[config.mk]
export PLATFORM = sky130hd
export DESIGN_NAME = sbcm_div_pipe
export DESIGN_NICKNAME = d
export VERILOG_FILES = /design/src/design/spectral_bin_cross_modulator_core_assert.svh /design/src/design/sbcm_pkg.sv /design/src/design/sbcm_div_pipe.sv
export SDC_FILE = /design/constraint.sdc
export NUM_CORES = 2
export LEC_CHECK = 0
export BUFFER_PORTS_ARGS = -buffer_cell sky130_fd_sc_hd__buf_2
export CAP_MARGIN = 10
export CELL_PAD_IN_SITES_DETAIL_PLACEMENT = 1
export CELL_PAD_IN_SITES_GLOBAL_PLACEMENT = 1
export CORE_ASPECT_RATIO = 0.8
export CORE_UTILIZATION = 52
export CTS_BUF_LIST = sky130_fd_sc_hd__clkbuf_16
export CTS_CLUSTER_DIAMETER = 120
export DETAILED_ROUTE_END_ITERATION = 16
export HOLD_SLACK_MARGIN = 0.15
export PLACE_DENSITY_LB_ADDON = 0.1
export SYNTH_ARGS = -nofsm -noshare
export SYNTH_HDL_FRONTEND = slang
export SYNTH_SLANG_ARGS = --single-unit
[constraint.sdc]
create_clock -name clk -period 4.5 [get_ports clk]
set_input_delay 1.125 -clock clk [delete_from_list [all_inputs] [get_ports clk]]
set_output_delay 1.125 -clock clk [all_outputs]
set_load 0.03 [all_outputs]
[src/design/spectral_bin_cross_modulator_core_assert.svh]
// Assertion macros used by the spectral bin cross-modulator RTL.
`ifndef SPECTRAL_BIN_CROSS_MODULATOR_CORE_ASSERT_SVH
`define SPECTRAL_BIN_CROSS_MODULATOR_CORE_ASSERT_SVH

// Same-cycle implication, checked outside reset.
`define SBCM_ASSERT_IMP(label, clk, rst_n, lhs, rhs) \
  label: assert property (@(posedge clk) disable iff (!rst_n) (lhs) |-> (rhs)) \
    else $error("assertion failed");

// Next-cycle implication, checked outside reset.
`define SBCM_ASSERT_NXT(label, clk, rst_n, lhs, rhs) \
  label: assert property (@(posedge clk) disable iff (!rst_n) (lhs) |=> (rhs)) \
    else $error("assertion failed");

`endif

[src/design/sbcm_pkg.sv]
// Types and constants of the spectral bin cross-modulator.
package sbcm_pkg;

  localparam int FFT_POINTS = 1024;
  localparam int BIN_COUNT  = FFT_POINTS / 2 + 1;
  localparam int ADDR_W     = $clog2(BIN_COUNT);

  localparam int SQRT_STAGES = 32;
  localparam int DIV_STAGES  = 20;

  // Pipeline positions, counted in edges after the input register.
  localparam int K_A = 2 + SQRT_STAGES;
  localparam int K_C = K_A + 2;
  localparam int K_G = K_C + DIV_STAGES;
  localparam int K_H = K_G + 1;
  localparam int K_P = K_H + 1;

  localparam logic [13:0] SMOOTH_A = 14'd9830;
  localparam logic [15:0] SMOOTH_B = 16'd55706;
  localparam logic [19:0] GAIN_ONE = 20'h10000;
  localparam logic [19:0] ENV_MAX  = 20'h80000;

  localparam logic [2:0] MODE_RING  = 3'd0;
  localparam logic [2:0] MODE_AMP   = 3'd1;
  localparam logic [2:0] MODE_CROSS = 3'd2;
  localparam logic [2:0] MODE_AM    = 3'd3;
  localparam logic [2:0] MODE_SUB   = 3'd4;
  localparam logic [2:0] MODE_MIN   = 3'd5;

  localparam int CFG_IDX_W  = 2;
  localparam int CFG_DATA_W = 10;
  localparam logic [CFG_IDX_W-1:0] REG_MODE      = 2'd0;
  localparam logic [CFG_IDX_W-1:0] REG_BAND_LOW  = 2'd1;
  localparam logic [CFG_IDX_W-1:0] REG_BAND_HIGH = 2'd2;

  typedef struct packed {
    logic        [9:0]  bin_index;
    logic signed [31:0] carrier_re;
    logic signed [31:0] carrier_im;
    logic signed [31:0] mod_re;
    logic signed [31:0] mod_im;
  } in_beat_t;

  typedef struct packed {
    logic signed [31:0] out_re;
    logic signed [31:0] out_im;
  } out_beat_t;

  typedef struct packed {
    logic        [9:0]  bin;
    logic signed [31:0] cre;
    logic signed [31:0] cim;
  } side_t;

  typedef struct packed {
    logic              vld;
    logic [ADDR_W-1:0] addr;
    logic [45:0]       mterm;
  } smooth_req_t;

endpackage

[src/design/sbcm_div_pipe.sv]
// Pipelined envelope divider: (num << 16) / den, clamped to 8.0.
module sbcm_div_pipe (
  input  logic        clk,
  input  logic        en,
  input  logic [31:0] num,
  input  logic [31:0] den,
  output logic [19:0] env
);

  localparam int LAST = sbcm_pkg::DIV_STAGES - 1;

  logic        ovf_r [sbcm_pkg::DIV_STAGES];
  logic [32:0] rem_r [sbcm_pkg::DIV_STAGES];
  logic [2:0]  lo_r  [sbcm_pkg::DIV_STAGES];
  logic [31:0] d_r   [sbcm_pkg::DIV_STAGES];
  logic [18:0] q_r   [sbcm_pkg::DIV_STAGES];

  // A quotient of 8.0 or more (and a zero divisor) clamps at once.
  always_ff @(posedge clk) begin
    if (en) begin
      ovf_r[0] <= {3'b000, num} >= {den, 3'b000};
      rem_r[0] <= {4'b0000, num[31:3]};
      lo_r[0]  <= num[2:0];
      d_r[0]   <= den;
      q_r[0]   <= '0;
    end
  end

  for (genvar i = 1; i < sbcm_pkg::DIV_STAGES; i++) begin : g_stage
    localparam int B = sbcm_pkg::DIV_STAGES - 1 - i;
    logic        nb;
    logic [33:0] t;
    logic [33:0] dx;

    if (B >= 16) begin : g_num_bit
      assign nb = lo_r[i-1][B-16];
    end else begin : g_zero_bit
      assign nb = 1'b0;
    end

    assign t  = {rem_r[i-1], nb};
    assign dx = {2'b00, d_r[i-1]};

    always_ff @(posedge clk) begin
      if (en) begin
        if (t >= dx) begin
          rem_r[i] <= 33'(t - dx);
          q_r[i]   <= {q_r[i-1][17:0], 1'b1};
        end else begin
          rem_r[i] <= t[32:0];
          q_r[i]   <= {q_r[i-1][17:0], 1'b0};
        end
        ovf_r[i] <= ovf_r[i-1];
        lo_r[i]  <= lo_r[i-1];
        d_r[i]   <= d_r[i-1];
      end
    end
  end

  assign env = ovf_r[LAST] ? sbcm_pkg::ENV_MAX : {1'b0, q_r[LAST]};

endmodule

==> flow_summary.ini <==
[status]
run_status = completed

[setup_path]
critPathKind = reg -> reg
start_kind = register
worstPathRequired_ps = 5040
cpLargestDelayFamily = compound AO/OA/AOI/OAI gates
crit_chain = ha_1 -> a211oi_1 -> nand2_1 -> or3_1 -> a21oi_1 -> nor3_1 -> buf_4 -> o2111ai_1 -> a21boi_1 -> a221o_1 -> a21o_1 -> a31oi_4 -> buf_12 -> mux2_1
cpMaxStageDelayCell = a221o_1
cp.arrival_ps = 4970
cp_num_buf_inv = 2
crit_fanout = 27
max_stage_delay_ps = 420
critPathCaptureType = register

[synth]
synth_area_um2 = 82300
synth_fp_nets = 8129
ys_types = 92
synth.mux.area_fraction = 0.0241
synth_top_cell_area_share = 0.527
synth_common_cells = edfxtp_1 (1445), inv_1 (771), ha_1 (634)
synth_cells = 7411
synth-edff-count = 1445
yosys_warnings = 0
synth_compound_area_frac = 0.149
synthAdderAreaFrac = 0.101
synth_area_leaders = edfxtp_1 (53%), ha_1 (9.6%), a21oi_1 (3.6%), inv_1 (3.5%), o21ai_0 (3.1%)
ys_seq_area_frac = 0.528
avgSynthCellArea_um2 = 11.1
yosys.area_share.simple = 0.101
synth_top_family_by_area = compound AO/OA/AOI/OAI gates
synth.most_common_cell = edfxtp_1
synthFlopType = edfxtp_1
synth_top_area_cell = edfxtp_1
async_flop_share = 0
synth_xor_area_frac = 0.0526
ys_seq_elements = 1447

[cells_and_area]
nets = 8288
drive_above_1_share = 0.0794
post-route-util = 0.578
fin_area_um2 = 90700
areaGrowthSynthToFinish_pct = 10.3

[global_routing]
track_usage = 0.271
grt_pass1_vias = 59100
grt_pass1_wl_um = 338000
antenna_found_initial = 8
overflow = 0
grt_max_degree = 161

[timing]
fin_skew_ps = 35.8
tightest_slew_ps = 1230
fmax_ghz = 0.226
post-route-period-util = 0.985
hold_viol_final = 0
fin_crit_ps = 4430
setup_viol = 0
relSlewSlack = 0.181
fin_hold_ws_ps = 411
slew_violations = 0
setup_slack_ps = 66.1

[clocking]
ctsHoldBuffers = 0
cts_sinks = 1447
cts_buffers = 155
clk_path_buf_depth = 3
cts_max_level = 4
clk_pin_slew_ps = 60
cts_tree = yes
clk_latency_ps = 800
root_buffer = clkbuf_16

[die]
dieArea_um2 = 160000
die_x_um = 447
num_rows = 130
core_area_um2 = 157000
die_height_um = 358
start_util = 0.524
ios = 86

[pwr]
power_mw = 62.2
irDropWorstVdd_mv = 0.452
power_density_nw_per_um2 = 685
power.leakage_nw = 37.3

[placement]
placed_cell_area_um2 = 85700
gp_congestion = 0.903
dp_slack_ps = -22.3
place_hpwl_um = 165000
io_buffer_count = 85

[routing]
wirelength_um = 218000
drt_pass1_iterations = 5
wl_per_cell_um = 22.2
drt-vias-per-instance = 5.85
drc = 0
ant_nets = 0
dr_total_vias = 57400
drtIter0Drc = 4591

[flow_run]
maxCapViolCount = 0

[min_path]
hp-class = reg -> reg
path summary, 6_finish.rpt:
| kind | from | to | slack (ps) | cells past startpoint |
|---|---|---|---|---|
| worst max-delay path | rem_r[8][12] | rem_r[8][39] | 70 | 14 |
| worst min register to register | q_r[9][0] | q_r[9][20] | 410 | 0 |
| worst max register to register | rem_r[8][12] | rem_r[8][39] | 70 | 14 |
| worst min-delay path | q_r[9][0] | q_r[9][20] | 410 | 0 |
per-layer routing:
layer  routed length (um)  part of all wire  global-route usage  vias to the layer above
met4                 5570             0.026              0.0775                        4
met3                13200             0.061              0.0466                      303
met2                97600              0.45               0.429                     1349
met1               101000              0.46               0.384                    28400
li1                     -                 -                   -                    27300
met5                   22           0.00010                   0                        -
worst register-to-register path, cell delays in order, from the launching register on:
cell       delay [ps]
edfxtp_1          380
ha_1              370
a211oi_1          330
nand2_1           140
or3_1             330
a21oi_1           330
nor3_1            110
buf_4             190
o2111ai_1         330
a21boi_1          170
a221o_1           420
a21o_1            200
a31oi_4           230
buf_12            240
mux2_1            400
stage by stage:
stage,TNS (ps),instances
after global placement,0,9522
after floorplan,0,7411
final,0,9808
after detailed placement,-37.5,9522
after CTS,0,9803
after global routing,-15.2,9806
cells in the final DEF, fill, tap and decap left out, drive strengths merged, types with 28 or more instances in the layout:
| cell type | synthesis | layout |
|---|---|---|
| edfxtp | 1445 | 1445 |
| clkbuf | 140 | 161 |
| nand2b | 95 | 95 |
| and3 | 53 | 53 |
| o21bai | 69 | 69 |
| a21boi | 30 | 30 |
| nor2 | 399 | 400 |
| mux2 | 160 | 160 |
| inv | 772 | 805 |
| xnor2 | 269 | 269 |
| o21ai | 526 | 526 |
| o31ai | 49 | 49 |
| a21oi | 594 | 594 |
| a21o | 316 | 316 |
| nor2b | 150 | 150 |
| o21a | 62 | 62 |
| clkinv | 0 | 67 |
| nor3 | 87 | 87 |
| nand2 | 549 | 549 |
| and2 | 51 | 51 |
| a31oi | 52 | 52 |
| buf | 42 | 183 |
| o211ai | 28 | 28 |
| xor2 | 225 | 225 |
| a211oi | 38 | 38 |
| nand3 | 116 | 116 |
| ha | 634 | 634 |
| nand4 | 88 | 88 |
power breakdown:
| part | internal (mW) | leakage, nW | switching [mW] |
|---|---|---|---|
| Clock | 7.26 | 2.55 | 5.42 |
| Combinational | 11.5 | 20.7 | 16.0 |
| Sequential | 19.7 | 14.1 | 2.33 |
final cells by class:
class	instances	area, um^2
repair buffers	183	1450
fillers	16500	66200
clock buffers	161	4030
clock inverters	119	937
diodes	3	7.51
multi-input cells	5011	35300
well taps	2112	2640
flip-flops and latches	1447	43400
inverters	772	2900
flip-flops by register name, summed over array words and instances (netlist names):
signal,flops
ovf_r,20
rem_r,623
d_r,608
lo_r,6
q_r,190
cell families (layout without fill, tap and decap cells):
logic type                 count (synthesis)  in the layout
muxes                                    178            178
buffers and inverters                    954           1235
DFF                                     1447           1447
adders and majority gates                652            652
and+or+nand+nor                         1721           1722
xor gates and xnor gates                 494            494
other                                      0              3
AOI/OAI and AO/OA                       1965           1965
what timing repair did:
action                                 in CTS  in global routing
cloned                                      1                  0
setup endpoints to repair                   2                 34
resized for setup                           0                  2
endpoints found under the hold margin       0                  0
pin swaps                                   1                  1
setup buffers                               0                  1
Note: power is estimated with default switching activity, not from simulation.
