$ cat src/design/spectral_bin_cross_modulator_core_assert.svh
// Assertion macros used by the spectral bin cross-modulator RTL.
`ifndef SPECTRAL_BIN_CROSS_MODULATOR_CORE_ASSERT_SVH
`define SPECTRAL_BIN_CROSS_MODULATOR_CORE_ASSERT_SVH

// Same-cycle implication, checked outside reset.
`define SBCM_ASSERT_IMP(label, clk, rst_n, lhs, rhs) \
  label: assert property (@(posedge clk) disable iff (!rst_n) (lhs) |-> (rhs)) \
    else $error("assertion failed");

// Next-cycle implication, checked outside reset.
`define SBCM_ASSERT_NXT(label, clk, rst_n, lhs, rhs) \
  label: assert property (@(posedge clk) disable iff (!rst_n) (lhs) |=> (rhs)) \
    else $error("assertion failed");

`endif

$ cat src/design/sbcm_pkg.sv
// Types and constants of the spectral bin cross-modulator.
package sbcm_pkg;

  localparam int FFT_POINTS = 1024;
  localparam int BIN_COUNT  = FFT_POINTS / 2 + 1;
  localparam int ADDR_W     = $clog2(BIN_COUNT);

  localparam int SQRT_STAGES = 32;
  localparam int DIV_STAGES  = 20;

  // Pipeline positions, counted in edges after the input register.
  localparam int K_A = 2 + SQRT_STAGES;
  localparam int K_C = K_A + 2;
  localparam int K_G = K_C + DIV_STAGES;
  localparam int K_H = K_G + 1;
  localparam int K_P = K_H + 1;

  localparam logic [13:0] SMOOTH_A = 14'd9830;
  localparam logic [15:0] SMOOTH_B = 16'd55706;
  localparam logic [19:0] GAIN_ONE = 20'h10000;
  localparam logic [19:0] ENV_MAX  = 20'h80000;

  localparam logic [2:0] MODE_RING  = 3'd0;
  localparam logic [2:0] MODE_AMP   = 3'd1;
  localparam logic [2:0] MODE_CROSS = 3'd2;
  localparam logic [2:0] MODE_AM    = 3'd3;
  localparam logic [2:0] MODE_SUB   = 3'd4;
  localparam logic [2:0] MODE_MIN   = 3'd5;

  localparam int CFG_IDX_W  = 2;
  localparam int CFG_DATA_W = 10;
  localparam logic [CFG_IDX_W-1:0] REG_MODE      = 2'd0;
  localparam logic [CFG_IDX_W-1:0] REG_BAND_LOW  = 2'd1;
  localparam logic [CFG_IDX_W-1:0] REG_BAND_HIGH = 2'd2;

  typedef struct packed {
    logic        [9:0]  bin_index;
    logic signed [31:0] carrier_re;
    logic signed [31:0] carrier_im;
    logic signed [31:0] mod_re;
    logic signed [31:0] mod_im;
  } in_beat_t;

  typedef struct packed {
    logic signed [31:0] out_re;
    logic signed [31:0] out_im;
  } out_beat_t;

  typedef struct packed {
    logic        [9:0]  bin;
    logic signed [31:0] cre;
    logic signed [31:0] cim;
  } side_t;

  typedef struct packed {
    logic              vld;
    logic [ADDR_W-1:0] addr;
    logic [45:0]       mterm;
  } smooth_req_t;

endpackage

$ cat src/design/sbcm_sqrt_pipe.sv
// Pipelined integer square root, one result bit per stage.
module sbcm_sqrt_pipe (
  input  logic        clk,
  input  logic        en,
  input  logic [63:0] radicand,
  output logic [31:0] root
);

  logic [33:0] rem_r  [sbcm_pkg::SQRT_STAGES];
  logic [31:0] root_r [sbcm_pkg::SQRT_STAGES];
  logic [63:0] rad_r  [sbcm_pkg::SQRT_STAGES-1];

  for (genvar j = 0; j < sbcm_pkg::SQRT_STAGES; j++) begin : g_stage
    logic [33:0] rem_in;
    logic [31:0] root_in;
    logic [63:0] rad_in;
    logic [35:0] t;
    logic [35:0] trial;

    if (j == 0) begin : g_first
      assign rem_in  = '0;
      assign root_in = '0;
      assign rad_in  = radicand;
    end else begin : g_next
      assign rem_in  = rem_r[j-1];
      assign root_in = root_r[j-1];
      assign rad_in  = rad_r[j-1];
    end

    assign t     = {rem_in, rad_in[63:62]};
    assign trial = {2'b00, root_in, 2'b01};

    always_ff @(posedge clk) begin
      if (en) begin
        if (t >= trial) begin
          rem_r[j]  <= 34'(t - trial);
          root_r[j] <= {root_in[30:0], 1'b1};
        end else begin
          rem_r[j]  <= t[33:0];
          root_r[j] <= {root_in[30:0], 1'b0};
        end
      end
    end

    if (j < sbcm_pkg::SQRT_STAGES - 1) begin : g_shift
      always_ff @(posedge clk) begin
        if (en) begin
          rad_r[j] <= {rad_in[61:0], 2'b00};
        end
      end
    end
  end

  assign root = root_r[sbcm_pkg::SQRT_STAGES-1];

endmodule

$ cat config.mk
export PLATFORM = sky130hd
export DESIGN_NAME = sbcm_sqrt_pipe
export DESIGN_NICKNAME = d
export VERILOG_FILES = /design/src/design/spectral_bin_cross_modulator_core_assert.svh /design/src/design/sbcm_pkg.sv /design/src/design/sbcm_sqrt_pipe.sv
export SDC_FILE = /design/constraint.sdc
export NUM_CORES = 2
export LEC_CHECK = 0
export BUFFER_PORTS_ARGS = -buffer_cell sky130_fd_sc_hd__buf_2
export CORE_MARGIN = 2
export CORE_UTILIZATION = 45
export DETAILED_ROUTE_END_ITERATION = 16
export PLACE_DENSITY = 0.56
export SETUP_SLACK_MARGIN = 0.3
export SYNTH_ARGS = -nofsm -noshare
export SYNTH_HDL_FRONTEND = slang
export SYNTH_SLANG_ARGS = --single-unit
$ cat constraint.sdc
create_clock -name clk -period 10.3 [get_ports clk]
set_input_delay 0 -clock clk [delete_from_list [all_inputs] [get_ports clk]]
set_output_delay 0 -clock clk [all_outputs]
set_load 0.01 [all_outputs]
==> results.py <==
metrics = {
    "run_status": {
        "status": "finished, final reports clean",
    },
    "synthesis": {
        "synth_compound_area_share_pct": 9.18,
        "ys_types": 100,
        "seq_area_frac_synth_pct": 64.7,
        "ys.flop_type": "edfxtp_1",
        "synth_edf_count": 2522,
        "postSynth.asyncResetShare_pct": 0,
        "synthSimpleGateAreaFrac_pct": 10.2,
        "synth_fa_ha_area_share_pct": 6.01,
        "synthMuxAreaShare_pct": 0.792,
        "synth_warnings": 0,
        "ys_seq_elements": 2523,
        "synth_top_family_by_area": "simple AND/OR/NAND/NOR gates",
        "synth-xor-area-share_pct": 6.25,
        "synth_area_sq_mm": 0.117,
        "synth.avg_cell_area_sq_um": 12.9,
        "syn_nets": 9681,
        "netlist_instances": 9052,
    },
    "clocking": {
        "cts_resized": 0,
        "clkTransAtPathRegs_ns": 0.05,
        "cts_setup_buffers": 0,
        "cts.htree.levels": 5,
        "cts_buffers": 289,
        "cts.sinks": 2523,
        "cts.path.max_buffers": 4,
        "hold_buffers": 131,
        "cts_tree": "yes",
        "clkLatencyLatePin_ns": 0.85,
        "root_buffer": "clkbuf_16",
    },
    "sta": {
        "period_needed_ns": 4.24,
        "max-slew-margin-rel_pct": 17.0,
        "rsz0062_at_grt": "no",
        "fin_crit_sh_pct": 41.2,
        "hold_viol_final": 0,
        "fin_skew_ns": 0.0515,
        "tightest_slew_ns": 1.24,
        "setup_viol_count_final": 0,
        "fmax_mhz": 236,
        "fin_setup_tns_ns": 0,
        "slew_violations": 0,
    },
    "die": {
        "placementRows": 187,
        "ios": 98,
        "initial_core_util_pct": 45.2,
        "die_w_um": 514,
        "core_sq_mm": 0.259,
        "dieHeight_um": 514,
        "dieArea_sq_mm": 0.264,
    },
    "grt": {
        "use_met2_pct": 30.4,
        "grt_first_pass_wirelength_um": 377000,
        "met1_usage_pct": 23.0,
        "top_usage_layer": "met2",
        "grt_usage_pct": 17.7,
        "gr-total-overflow": 0,
        "grt_pass1_vias": 69000,
        "grt_antenna_before_repair": 2,
        "grt_max_degree": 199,
        "use_met3_pct": 2.34,
    },
    "critical_path": {
        "cp_max_fo": 84,
        "arrival_ns": 4.83,
        "worstRegToRegCells": 9,
        "startpoint_type": "input port",
        "r2r_end": "rem_r[1][383]",
        "endpoint_kind": "flop",
        "path_class": "in2reg",
        "cp_data_required_time_ns": 10.89,
        "reg2reg_slack_ns": 6.16,
        "worst_r2r_startpoint": "rem_r[1][347]",
    },
    "layout": {
        "drive_above_1_share_pct": 7.38,
        "final_nets": 10100,
        "area_growth_pct": 12.8,
    },
    "place": {
        "io_buffers": 97,
        "place_hpwl_um": 167000,
        "place_congestion": 0.905,
    },
    "hold_path": {
        "hold-path-cell-count": 2,
        "min_to": "rad_r[0][44]",
        "hold_path.class": "in2reg",
        "min_from": "en",
    },
    "drt": {
        "wl_um": 238000,
        "wire_per_inst_um": 18.2,
        "drc_errors": 0,
        "drtIter0Drc": 5227,
        "drtPass1Iterations": 8,
        "vias": 69700,
        "via_per_inst": 5.34,
        "drtAntennaViolNets": 0,
    },
    "pwr": {
        "finalPower_mw": 29.9,
        "switching_share_pct": 28.0,
        "p_sw_mw": 8.38,
        "power.leakage_nw": 49.9,
        "combPwrFrac_pct": 20.2,
        "power.internal_mw": 21.5,
        "vdd_drop_max_mv": 0.169,
        "clkPwrFrac_pct": 33.0,
        "p_seq_share_pct": 46.7,
        "powerDensity_mw_per_mm2": 226,
    },
    "flow_run": {
        "max_cap_viol_count": 0,
    },
}
[cells in the final DEF, fill, tap and decap left out, types with 35 or more instances in the layout]
master and n:
nand3_1 170, a21o_1 225, inv_1 718, dlygate4sd3_1 131, a21oi_1 505, nor3_1 238, nand4_1 95, o21bai_1 61
o21a_1 105, buf_2 96, nand2b_1 127, or3_1 89, clkbuf_1 62, a31oi_1 35, clkbuf_16 296, nor2b_1 80
o31ai_1 41, clkinv_1 59, buf_4 49, edfxtp_1 2522, ha_1 563, nor2_1 488, nand2_1 669, or4_1 48
and2_1 47, nor4_1 118, clkinv_2 36, and3_1 45, xnor2_1 421, xor2_1 415, or2_2 51, mux2_2 70
a211oi_1 41, o21ai_0 534
[flip-flops by register name, summed over array words and instances, names as in the netlist]
| register | count |
|---|---|
| rem_r | 1003 |
| rad_r | 992 |
| root_r | 528 |
[critical path: stages]
cell	delay, ns
dlygate4sd3_1	0.58
buf_12	0.34
buf_4	0.56
buf_4	0.72
buf_4	0.86
nand2_1	0.28
nor2_1	0.15
dlygate4sd3_1	0.57
a21oi_1	0.04
dlygate4sd3_1	0.55
[logic make-up (layout without fill, tap and decap cells)]
logic type / count (synthesis) / count (layout)
AOI/OAI and AO/OA: 1751 / 1751
other: 0 / 2
adders and majority gates: 563 / 563
and+or+nand+nor: 2391 / 2391
buffers and inverters: 904 / 1504
xor gates and xnor gates: 836 / 836
DFF: 2523 / 2523
muxes: 84 / 84
[worst max path at each step]
stage,startpoint,endpoint,slack [ns],cells past startpoint
6_report,en,rem_r[0][1],6.06,10
5_1_grt,en,rem_r[0][1],5.72,10
4_1_cts,root_r[1][232],rem_r[1][302],6.08,12
3_5_place_dp,root_r[1][232],rem_r[1][302],6.08,12
3_3_place_gp,root_r[1][230],rem_r[1][302],6.20,12
2_1_floorplan,rem_r[1][347],rem_r[1][377],6.83,10
[through the flow]
stage          instances  hold WS (ns)  utilization (%)  instance area, sq um  setup slack, ns
2_1_floorplan       9052        0.0989                -                117000             6.83
3_3_place_gp       12400         0.176             47.0                122000             6.20
3_5_place_dp       12400         0.178             47.0                122000             6.08
4_1_cts            13100         0.140             51.0                132000             6.08
5_1_grt            13100         0.157             51.0                132000             5.72
6_report           13100         0.166             51.0                132000             6.06
[synthesized netlist by cell type, drive strengths merged, types with 42 or more instances]
library cell	number	area (sq um)
edfxtp	2522	75700
nand2	670	2520
o21bai	61	458
inv	719	2700
and3	45	282
o21a	105	788
clkbuf	154	578
o31ai	42	320
or2	51	319
or3	93	598
or4	50	383
a21oi	506	2540
a211oi	42	320
ha	563	7040
xor2	415	3630
nand2b	127	795
nor4	119	751
nor2b	81	507
mux2	70	788
o21ai	537	2690
nand4	95	594
xnor2	421	3690
nand3	170	851
a21o	225	1690
and2	47	294
nor2	490	1840
nor3	246	1270
[per-layer routing]
metal	vias up	wire length, um	part of all wire (%)
li1	34200	-	-
met1	33700	104000	44
met2	1391	116000	49
met3	491	8700	3.7
met4	0	8480	3.6
met5	-	0	0
[cell type report]
cell class	count	area, sq um
Multi-Input combinational cell	5625	38100
Clock inverter	143	1390
Timing Repair Buffer	283	2300
Clock buffer	358	7640
Tap cell	3402	4260
Sequential cell	2523	75800
Antenna cell	2	5.00
Fill cell	22100	127000
Inverter	720	2700
[power groups by stage]
stage | clock network (mW) | logic, mW | registers [mW]
floorplan | 0 | 4.63 | 13.7
global placement | 0 | 5.88 | 14.2
detailed placement | 0 | 5.97 | 14.2
CTS | 10.2 | 6.05 | 14.0
global route | 10.6 | 6.80 | 14.1
finish | 9.88 | 6.05 | 14.0
Power figures use the tool's default switching activity.
